## src/hw/rtl/tsds_pkg.sv

```systemverilog
// shared types, character codes and slot weights for the time string parser
package tsds_pkg;

  localparam int SlotCount = 10;
  localparam int ZoneSlot  = 6;
  localparam int IdxW      = $clog2(SlotCount + 1);
  localparam int DigitW    = 4;
  localparam int CharW     = 8;
  localparam int SecW      = 20;
  localparam int SumW      = SecW + 1;
  localparam int WeightW   = 16;

  localparam logic [SumW-1:0] HalfDaySec = SumW'(43200);

  localparam logic [CharW-1:0] ChZero   = 8'h30;
  localparam logic [CharW-1:0] ChNine   = 8'h39;
  localparam logic [CharW-1:0] ChLowH   = 8'h68;
  localparam logic [CharW-1:0] ChUpH    = 8'h48;
  localparam logic [CharW-1:0] ChColon  = 8'h3a;
  localparam logic [CharW-1:0] ChPlus   = 8'h2b;
  localparam logic [CharW-1:0] ChMinus  = 8'h2d;
  localparam logic [CharW-1:0] ChUpP    = 8'h50;
  localparam logic [CharW-1:0] ChLowP   = 8'h70;
  localparam logic [CharW-1:0] ChUpM    = 8'h4d;
  localparam logic [CharW-1:0] ChLowM   = 8'h6d;
  localparam logic [CharW-1:0] ChDot    = 8'h2e;

  // seconds carried by one unit of each slot: HH MM SS TZHH TZMM
  localparam logic [WeightW-1:0] SlotWeight [SlotCount] = '{
    16'd36000, 16'd3600, 16'd600, 16'd60, 16'd10, 16'd1,
    16'd36000, 16'd3600, 16'd600, 16'd60
  };

  typedef logic [SlotCount-1:0][DigitW-1:0] slots_t;

  // everything the sum stage needs from one finished string
  typedef struct packed {
    slots_t digits;
    logic   afternoon;
    logic   zone_adds;
  } snap_t;

endpackage

```

## src/hw/rtl/time_string_to_day_seconds.sv

```systemverilog
// top level: time string characters in, signed seconds of day out
// the accepted last character fills the snapshot register, and the result word is then registered from it
// throughput: one character per cycle while in_stall is low; the parser state updates at each accepted character
// a finished string waits in a snapshot register while the output register is held,
// so input stalls only when both of them are full and the output is stalled
// reset: synchronous, clears all slots, pointers and valid flags
module time_string_to_day_seconds (
  input  logic                              clk,
  input  logic                              rst,
  input  logic                              in_valid,
  output logic                              in_stall,
  input  logic [tsds_pkg::CharW-1:0]        char_code,
  input  logic                              last_char,
  output logic                              out_valid,
  input  logic                              out_stall,
  output logic signed [tsds_pkg::SecW-1:0]  day_seconds
);
  import tsds_pkg::*;

  logic  accept;
  logic  snap_valid;
  logic  snap_take;
  snap_t snap;

  // the snapshot slot must be free, or leaving this cycle, before a word enters
  assign in_stall = snap_valid && !snap_take;
  assign accept   = in_valid && !in_stall;

  // per-character parsing; snapshot of the padded slots on the last character
  tsds_parse u_parse (
    .clk        (clk),
    .rst        (rst),
    .accept     (accept),
    .char_code  (char_code),
    .last_char  (last_char),
    .snap_take  (snap_take),
    .snap_valid (snap_valid),
    .snap       (snap)
  );

  // constant-weight sum of the ten slots, half day and zone into the output register
  tsds_sum u_sum (
    .clk         (clk),
    .rst         (rst),
    .snap_valid  (snap_valid),
    .snap        (snap),
    .snap_take   (snap_take),
    .out_valid   (out_valid),
    .out_stall   (out_stall),
    .day_seconds (day_seconds)
  );

endmodule

```

## src/hw/rtl/tsds_parse.sv

```systemverilog
// character parser: slot filling, padding, zone sign, afternoon detect, snapshot register
module tsds_parse (
  input  logic                       clk,
  input  logic                       rst,
  input  logic                       accept,
  input  logic [tsds_pkg::CharW-1:0] char_code,
  input  logic                       last_char,
  input  logic                       snap_take,
  output logic                       snap_valid,
  output tsds_pkg::snap_t            snap
);
  import tsds_pkg::*;

  slots_t            slots;
  slots_t            slots_next;
  slots_t            fin_slots;
  logic [IdxW-1:0]   idx;
  logic [IdxW-1:0]   idx_next;
  logic              zone_adds;
  logic              zone_adds_next;
  logic              afternoon;
  logic              pm_hit;
  logic [CharW-1:0]  prev_char;
  logic [CharW-1:0]  prev_prev_char;
  logic              in_range;
  logic              is_digit;
  logic              is_mark;
  logic              is_sign;
  logic              do_pad;
  logic              fin_pad;
  logic              snap_valid_next;

  assign pm_hit = (prev_char == ChUpP  && char_code == ChUpM) ||
                  (prev_char == ChLowP && char_code == ChLowM) ||
                  (prev_prev_char == ChUpP  && prev_char == ChDot && char_code == ChUpM) ||
                  (prev_prev_char == ChLowP && prev_char == ChDot && char_code == ChLowM);

  assign in_range = idx < IdxW'(SlotCount);
  assign is_digit = char_code >= ChZero && char_code <= ChNine;
  assign is_mark  = char_code == ChLowH || char_code == ChUpH || char_code == ChColon;
  assign is_sign  = char_code == ChPlus || char_code == ChMinus;
  assign do_pad   = in_range && idx[0] && (is_mark || is_sign);

  always_comb begin
    slots_next     = slots;
    idx_next       = idx;
    zone_adds_next = zone_adds;
    // lone digit moves to the units place of its pair
    if (do_pad) begin
      for (int k = 1; k < SlotCount; k++) begin
        if (idx == IdxW'(k)) slots_next[k] = slots[k-1];
      end
      for (int k = 0; k < SlotCount - 1; k++) begin
        if (idx == IdxW'(k + 1)) slots_next[k] = '0;
      end
    end
    if (in_range) begin
      if (is_digit) begin
        for (int k = 0; k < SlotCount; k++) begin
          if (idx == IdxW'(k)) slots_next[k] = char_code[DigitW-1:0];
        end
        idx_next = idx + IdxW'(1);
      end else if (is_mark) begin
        if (idx[0]) idx_next = idx + IdxW'(1);
      end else if (is_sign) begin
        if (char_code == ChMinus) zone_adds_next = 1'b1;
        idx_next = IdxW'(ZoneSlot);
      end
    end
  end

  // trailing single digit gets padded before the sum
  assign fin_pad = idx_next[0] && (idx_next < IdxW'(SlotCount));

  always_comb begin
    fin_slots = slots_next;
    if (fin_pad) begin
      for (int k = 1; k < SlotCount; k++) begin
        if (idx_next == IdxW'(k)) fin_slots[k] = slots_next[k-1];
      end
      for (int k = 0; k < SlotCount - 1; k++) begin
        if (idx_next == IdxW'(k + 1)) fin_slots[k] = '0;
      end
    end
  end

  assign snap_valid_next = (snap_valid && !snap_take) || (accept && last_char);

  always_ff @(posedge clk) begin
    if (rst) begin
      slots          <= '0;
      idx            <= '0;
      zone_adds      <= 1'b0;
      afternoon      <= 1'b0;
      prev_char      <= '0;
      prev_prev_char <= '0;
      snap_valid     <= 1'b0;
    end else begin
      snap_valid <= snap_valid_next;
      if (accept) begin
        if (last_char) begin
          slots          <= '0;
          idx            <= '0;
          zone_adds      <= 1'b0;
          afternoon      <= 1'b0;
          prev_char      <= '0;
          prev_prev_char <= '0;
        end else begin
          slots          <= slots_next;
          idx            <= idx_next;
          zone_adds      <= zone_adds_next;
          afternoon      <= afternoon || pm_hit;
          prev_char      <= char_code;
          prev_prev_char <= prev_char;
        end
      end
    end
  end

  always_ff @(posedge clk) begin
    if (accept && last_char) begin
      snap.digits    <= fin_slots;
      snap.afternoon <= afternoon || pm_hit;
      snap.zone_adds <= zone_adds_next;
    end
  end

endmodule

```

## src/hw/rtl/tsds_sum.sv

```systemverilog
// weighted slot sum with zone correction and output register
module tsds_sum (
  input  logic                              clk,
  input  logic                              rst,
  input  logic                              snap_valid,
  input  tsds_pkg::snap_t                   snap,
  output logic                              snap_take,
  output logic                              out_valid,
  input  logic                              out_stall,
  output logic signed [tsds_pkg::SecW-1:0]  day_seconds
);
  import tsds_pkg::*;

  logic            load;
  logic [SumW-1:0] local_sec;
  logic [SumW-1:0] zone_sec;
  logic [SumW-1:0] base_sec;
  logic [SumW-1:0] total;

  assign load      = !out_valid || !out_stall;
  assign snap_take = snap_valid && load;

  always_comb begin
    local_sec = '0;
    zone_sec  = '0;
    for (int k = 0; k < ZoneSlot; k++) begin
      local_sec = local_sec + SumW'(snap.digits[k]) * SumW'(SlotWeight[k]);
    end
    for (int k = ZoneSlot; k < SlotCount; k++) begin
      zone_sec = zone_sec + SumW'(snap.digits[k]) * SumW'(SlotWeight[k]);
    end
    base_sec = local_sec + (snap.afternoon ? HalfDaySec : '0);
    total    = snap.zone_adds ? base_sec + zone_sec : base_sec - zone_sec;
  end

  always_ff @(posedge clk) begin
    if (rst) begin
      out_valid <= 1'b0;
    end else if (load) begin
      out_valid <= snap_valid;
    end
  end

  always_ff @(posedge clk) begin
    if (snap_take) begin
      day_seconds <= total[SecW-1:0];
    end
  end

endmodule

```

## config.mk

```make
export PLATFORM = sky130hd
export DESIGN_NAME = time_string_to_day_seconds
export DESIGN_NICKNAME = d
export VERILOG_FILES = /design/src/hw/rtl/tsds_pkg.sv /design/src/hw/rtl/time_string_to_day_seconds.sv /design/src/hw/rtl/tsds_parse.sv /design/src/hw/rtl/tsds_sum.sv
export SDC_FILE = /design/constraint.sdc
export NUM_CORES = 1
export LEC_CHECK = 0
export BUFFER_PORTS_ARGS = -buffer_cell sky130_fd_sc_hd__buf_2
export CAP_MARGIN = 10
export CORE_UTILIZATION = 35
export DETAILED_ROUTE_END_ITERATION = 8
export GPL_ROUTABILITY_DRIVEN = 0
export SLEW_MARGIN = 20
export SYNTH_ARGS = -nofsm -noshare
export SYNTH_HDL_FRONTEND = slang
export SYNTH_SLANG_ARGS = --single-unit
```

## constraint.sdc

```tcl
create_clock -name clk -period 7.7 [get_ports clk]
set_input_delay 1.54 -clock clk [delete_from_list [all_inputs] [get_ports clk]]
set_output_delay 1.54 -clock clk [all_outputs]
set_load 0.05 [all_outputs]
```

# Word level (Yosys, flattened, before mapping)
# Cells that the tools add are included.
dict set report totals {
  input_bits 13
  reg_bits 126
  elab_cells 182
  out_inout_bits 22
}
dict set report op_classes {
  n_mux 68
  add_sub_neg 12
  n_lt_le_gt_ge 4
  reduce_logical 29
  mul 9
  n_eq_ne 30
}
# op n
set ops {}
lappend ops {{4-bit two-way mux} 52}
lappend ops {{40-bit two-way mux} 5}
lappend ops {{8-bit by 7-bit equality test with 1-bit output, second input constant} 8}
lappend ops {{20-bit by 10-bit adder with 20-bit output} 2}
lappend ops {{20-bit by 14-bit adder with 20-bit output} 2}
lappend ops {{20-bit by 16-bit adder with 20-bit output} 2}
lappend ops {{20-bit adder} 2}
lappend ops {{4-bit by 3-bit equality test with 1-bit output, second input constant} 8}
lappend ops {{8-bit by 6-bit equality test with 1-bit output, second input constant} 4}
lappend ops {{4-bit by 11-bit multiplier with 15-bit output, second input constant} 2}
lappend ops {{4-bit by 8-bit multiplier with 12-bit output, second input constant} 2}
lappend ops {{4-bit by 7-bit multiplier with 11-bit output, second input constant} 2}
lappend ops {{20-bit by 4-bit adder with 20-bit output} 1}
lappend ops {{20-bit by 8-bit adder with 20-bit output} 1}
lappend ops {{20-bit two-way mux} 1}
lappend ops {{20-bit subtractor} 1}
lappend ops {{4-bit by 2-bit equality test with 1-bit output, second input constant} 4}
lappend ops {{4-bit equality test, second input constant} 4}
lappend ops {{4-bit by 4-bit multiplier with 8-bit output, second input constant} 2}
lappend ops {{16-bit two-way mux} 1}
lappend ops {{8-bit two-way mux} 2}
lappend ops {{1-bit logical AND} 14}
lappend ops {{1-bit logical OR} 10}
lappend ops {{4-bit by 1-bit equality test with 1-bit output, second input constant} 2}
lappend ops {{other kinds (8)} 18}

# Depth between registers and ports, before layout
dict set report logic_depth {
  ltp_word 12
  mapped_depth 35
  mapped_depth_nobuf 35
}

# Modules after synthesis
# From an unflattened synthesis, not the netlist that was laid out.
dict set report unflattened {
  hier_cells 1359
  hier_area_um2 12698.4
}
# module n_inst cells_each seq_area_each_um2 area_each_um2
set by_module_without_submodules {}
lappend by_module_without_submodules {tsds_sum 1 783 620.6 7230.7}
lappend by_module_without_submodules {tsds_parse 1 574 2522.4 5445.2}
lappend by_module_without_submodules {time_string_to_day_seconds 1 2 0.0 22.5}

# Worst setup path after synthesis
# OpenSTA, ideal clock, no wires.
dict set report synth_path {
  kind {reg2reg}
  startpoint {register, netlist name u_parse.snap[38]}
  endpoint {register u_sum.day_seconds[19] (netlist bit), data pin}
  setup_time_ns 0.268
  path_buffers 0
  arrival_ns 6.791
  stages_incl_launch_ff 33
  period_less_slack_ns 7.059
  required_ns 7.432
  setup_slack_ns 0.641
  cell_sequence {edfxtp_1 > fa_1 > fa_1 > ha_1 > a21o_1 > a21oi_1 > o21bai_1 > a21oi_1 > xor2_1 > fa_1 > fa_1 > inv_1 > ha_1 > a21o_1 > a21oi_2 > o21a_2 > o21bai_1 > a211oi_1 > nor2_1 > nor3_1 > a21oi_1 > xor2_1 > ha_1 > nor2_1 > a21oi_1 > nand2_1 > a21oi_1 > o21ai_0 > nand2b_1 > a21oi_1 > xnor2_1 > xnor2_1 > xnor3_1}
}
dict set report synth_between {
  elab_chain_len 4
  elab_cells_between_ends 5
  classes_between {add/sub: 3; mul: 1; mux: 1}
}
# item line
set synth_rtl {}
lappend synth_rtl {{4-bit by 4-bit multiplier with 8-bit output *} tsds_sum.sv:30} ;# zone_sec = zone_sec + SumW'(snap.digits[k]) * SumW'(SlotWeight[k]);
lappend synth_rtl {{20-bit by 10-bit adder with 20-bit output *} tsds_sum.sv:30}
lappend synth_rtl {{20-bit subtractor / 20-bit adder (equally long branches)} tsds_sum.sv:33} ;# total = snap.zone_adds ? base_sec + zone_sec : base_sec - zone_sec;
lappend synth_rtl {{20-bit two-way mux *} tsds_sum.sv:33}
lappend synth_rtl {{net u_sum.total[19]} tsds_sum.sv:18} ;# logic [SumW-1:0] total;
lappend synth_rtl {{end signal: assignment} tsds_sum.sv:46} ;# day_seconds <= total[SecW-1:0];
lappend synth_rtl {{end: declaration} tsds_sum.sv:10} ;# output logic signed [tsds_pkg::SecW-1:0] day_seconds
# Mark *: on every way through the listed nets, which the timed path passes. The rest lies on a longest branch.
# A chain may end at the register's enable or synchronous reset.

# Worst setup path after layout
dict set report layout_path {
  startpoint {register, netlist name u_parse.snap[14]}
  endpoint {register u_sum.day_seconds[19] (netlist bit), data pin}
}
dict set report layout_between {
  elab_chain_len 7
  elab_cells_between_ends 8
  classes_between {add/sub: 6; mul: 1; mux: 1}
}
# item line
set layout_rtl {}
lappend layout_rtl {{4-bit by 4-bit multiplier with 8-bit output *} tsds_sum.sv:27} ;# local_sec = local_sec + SumW'(snap.digits[k]) * SumW'(SlotWeight[k]);
lappend layout_rtl {{20-bit by 10-bit adder with 20-bit output *} tsds_sum.sv:27}
lappend layout_rtl {{20-bit by 8-bit adder with 20-bit output *} tsds_sum.sv:27}
lappend layout_rtl {{20-bit by 4-bit adder with 20-bit output *} tsds_sum.sv:27}
lappend layout_rtl {{20-bit adder *} tsds_sum.sv:32} ;# base_sec = local_sec + (snap.afternoon ? HalfDaySec : '0);
lappend layout_rtl {{20-bit subtractor / 20-bit adder (equally long branches)} tsds_sum.sv:33}
lappend layout_rtl {{20-bit two-way mux *} tsds_sum.sv:33}
lappend layout_rtl {{net u_sum.total[19]} tsds_sum.sv:18}
# Marked as above.

==> results.sh <==
export IMPL_die_h_microns=191
export IMPL_die_w_microns=191
export IMPL_syn_cell_area_sq_mm=0.0125
export IMPL_crit_type="flop to flop"
export IMPL_critPathRequiredTime_ns=7.88
export IMPL_p_total_mw=4.47
export IMPL_nets=1612
export IMPL_min_period_over_period_pct=94.3
export IMPL_worstSetupEndpointType="flop"
export IMPL_ant_nets=0
export IMPL_core_area_sq_mm=0.0348
export IMPL_post_dp_hpwl_mm=21.1
export IMPL_cpPeakStageDelay_ns=0.60
export IMPL_via_count=9325
export IMPL_worstPathMaxFanout=4
export IMPL_crit_path_start_kind="flop"
export IMPL_syn2layout_area_growth_pct=10.8
export IMPL_avgSynthCellArea_sq_um=9.45
export IMPL_holdPathStages=0
export IMPL_p_leak_nw=6.11
export IMPL_synth_net_count=1583
export IMPL_synth_edff_count=62
export IMPL_cts_reportedPaths_clkPinSlew_ns=0.07
export IMPL_tns_ns=0
export IMPL_synth_seq_cells=126
export IMPL_synth_cells=1318
export IMPL_reg2reg_depth=28
export IMPL_skew_ns=0.0147
export IMPL_drive_above_1_share_pct=10.7
export IMPL_fin_crit_ns=7.26
export IMPL_finalMaxSlewViolations=0
export IMPL_ys_seq_area_share_pct=25.2
export IMPL_hold_path_class="flop to flop"
export IMPL_avgViaCountPerCell=5.14
export IMPL_die_area_sq_mm=0.0363
export IMPL_clk_latency_ns=0.43
export IMPL_drc=0
export IMPL_finalHoldViolCount=0
export IMPL_drt_total_wl_mm=27.1
export IMPL_worstPathArrival_ns=7.45
export IMPL_powerDensity_mw_per_mm2=324
export IMPL_drt_iter0_drc=441
export IMPL_port_buffers=34
export IMPL_num_rows=68
export IMPL_synth_async_reset_ratio_pct=0
export IMPL_grt_max_degree=64
export IMPL_drv_cap=0
export IMPL_grt_ovfl_total=0
export IMPL_root_buffer="clkbuf_16"
export IMPL_yosysWarnings=0
export IMPL_cpMaxStageDelayCell="fa_1"
export IMPL_ir_drop_mv=0.365
export IMPL_setup_violations=0
export IMPL_cpMostUsedCell="fa_1"
export IMPL_wire_per_inst_microns=14.9
export IMPL_htree_num_levels=4
export IMPL_netlist_cell_type_count=82
export IMPL_antenna_found_initial=0
export IMPL_initial_core_util_pct=35.8
export IMPL_clock_fmax_mhz=138
export IMPL_status="finished clean"
export IMPL_cts_sinks=126
export IMPL_cts_buffer_depth=2
export IMPL_num_io_pins=35
export IMPL_grt_pass1_vias=9249
export IMPL_synth_flop_cell="dfxtp_1"
export IMPL_gr_usage_all_layers_pct=15.6
export IMPL_cts_tree="built"
export IMPL_slew_headroom_pct=51.9
export IMPL_worstMarginPinSlew_ns=0.722
export IMPL_fillCellCount=3427
export IMPL_dr_pass1_iters=5
export IMPL_n_antenna_cell=0
export IMPL_numCtsBuffers=17
export IMPL_grt_pass1_wl_mm=45.5
[power by group]
part           internal, mW  leakage [nW]  switching (mW)
Sequential            0.875          1.11          0.0224
Combinational          1.12          4.71            1.63
Clock                 0.461         0.287           0.363
[registers in the layout, indices dropped and copies added, names as in the netlist]
register and count:
u_sum.day_seconds 20, u_parse.prev_prev_char 8, u_parse.snap 42, u_parse.zone_adds 1, u_sum.out_valid 1, u_parse.slots 40
u_parse.afternoon 1, u_parse.idx 4, u_parse.snap_valid 1, u_parse.prev_char 8
[layout by cell type (no fill, tap or decap), types with 4 or more instances in the layout]
cell type,Yosys,final
buf_2,8,34
nand2b_1,13,13
inv_6,0,6
dfxtp_1,64,64
fa_1,62,62
nand3b_1,15,15
or2_2,4,4
o21bai_1,8,8
xnor2_1,69,69
buf_4,0,15
a2bb2oi_1,17,17
clkbuf_16,0,17
nand3_1,17,17
nor2b_1,27,26
and3_1,15,15
mux2i_1,41,41
nor2_4,5,5
nor3_2,5,6
nor3_1,14,13
a21oi_1,81,76
o211ai_1,6,6
edfxtp_1,62,62
a22oi_1,31,31
o21ai_0,32,30
a21o_1,23,23
inv_1,137,137
nor2_1,102,101
and2_1,9,9
mux2_2,8,8
ha_1,190,189
nand2_1,79,78
or3_1,4,4
o21ai_1,20,22
xor2_1,32,32
o21ai_2,4,4
a31oi_1,10,10
a21oi_2,4,9
mux2_1,7,7
[worst max-delay path: cells and delay by family (launching register included)]
family,cells,cell delay (ns)
compound gates,11,1.57
xor+xnor,5,0.86
simple gates,3,0.51
flops,1,0.44
buf+inv,1,0.10
fa+ha+maj,8,3.55
[worst paths after layout]
path                          from  slack [ns]               endpoint
setup / recovery  u_parse.snap[14]        0.44  u_sum.day_seconds[19]
hold reg to reg   u_parse.snap[22]        0.43   u_sum.day_seconds[0]
hold / removal    u_parse.snap[22]        0.43   u_sum.day_seconds[0]
setup reg to reg  u_parse.snap[14]        0.44  u_sum.day_seconds[19]
[routing by layer]
layer	up-vias	global-route usage [%]	wire length [microns]
met1	4487	20.7	13200
met2	149	26.5	12900
met4	0	3.60	335
met3	21	2.28	738
met5	-	0	0
li1	4668	-	-
[Yosys cell counts, types with 3 or more instances]
cell type  instances  area, sq um
nor3_1            14         70.1
nor3_2             5         50.1
o21ai_2            4         35.0
a2bb2oi_1         17          149
o211ai_1           6         45.0
xnor2_1           69          604
a21o_1            23          173
a22oi_1           31          233
nand3_1           17         85.1
nor2_1           102          383
mux2_2             8         90.1
fa_1              62         1240
nand2_1           79          297
edfxtp_1          62         1860
nand3b_1          15          113
dfxtp_1           64         1280
mux2i_1           41          410
clkbuf_1          29          109
a21oi_2            4         35.0
buf_2              8         40.0
o21bai_1           8         60.1
a32o_1             3         30.0
a211oi_1           3         22.5
nor4_1             4         25.0
a21oi_1           81          405
nor2b_1           27          169
or3_1              4         25.0
ha_1             190         2380
a31oi_1           10         62.6
inv_1            137          514
mux2_1             7         78.8
xor2_1            32          280
or2_2              4         25.0
and3_1            15         93.8
o21ai_1           20          100
nor2_4             5         56.3
o21ai_0           32          160
and2_1             9         56.3
nand2b_1          13         81.3
[timing repair]
action,4_1_cts,5_1_grt
hold buffers,0,0
resized for setup,0,13
setup endpoints to repair,0,1
setup buffers,0,9
[area by class of cell]
type | instances | area, sq um | area share [%]
timing repair buffer | 49 | 283 | 2.05
sequential | 126 | 3140 | 22.8
inverter | 138 | 518 | 3.75
multi-input combinational | 1015 | 8690 | 63.0
clock buffer | 17 | 425 | 3.08
tap | 455 | 569 | 4.12
clock inverter | 15 | 169 | 1.22
[through the flow]
stage	instance area, sq um	utilization (%)	worst slack (ns)	hold WS (ns)	instances
final	13800	39.7	0.435	0.435	1815
after global routing	13800	39.7	-0.0262	0.457	1815
after CTS	13700	39.3	0.0818	0.439	1806
after detailed placement	13100	37.6	0.133	0.424	1774
after global placement	13100	37.6	0.259	0.411	1774
after floorplan	12500	-	0.641	0.400	1318
[cells by family after synthesis]
group	synth area share, %
adders and majority gates	29.0
and+or+nand+nor	13.3
DFF	25.2
muxes	4.65
buffers and inverters	5.41
xor gates and xnor gates	7.41
AOI/OAI and AO/OA	14.9
No activity file was read; power rests on OpenSTA's default activity.
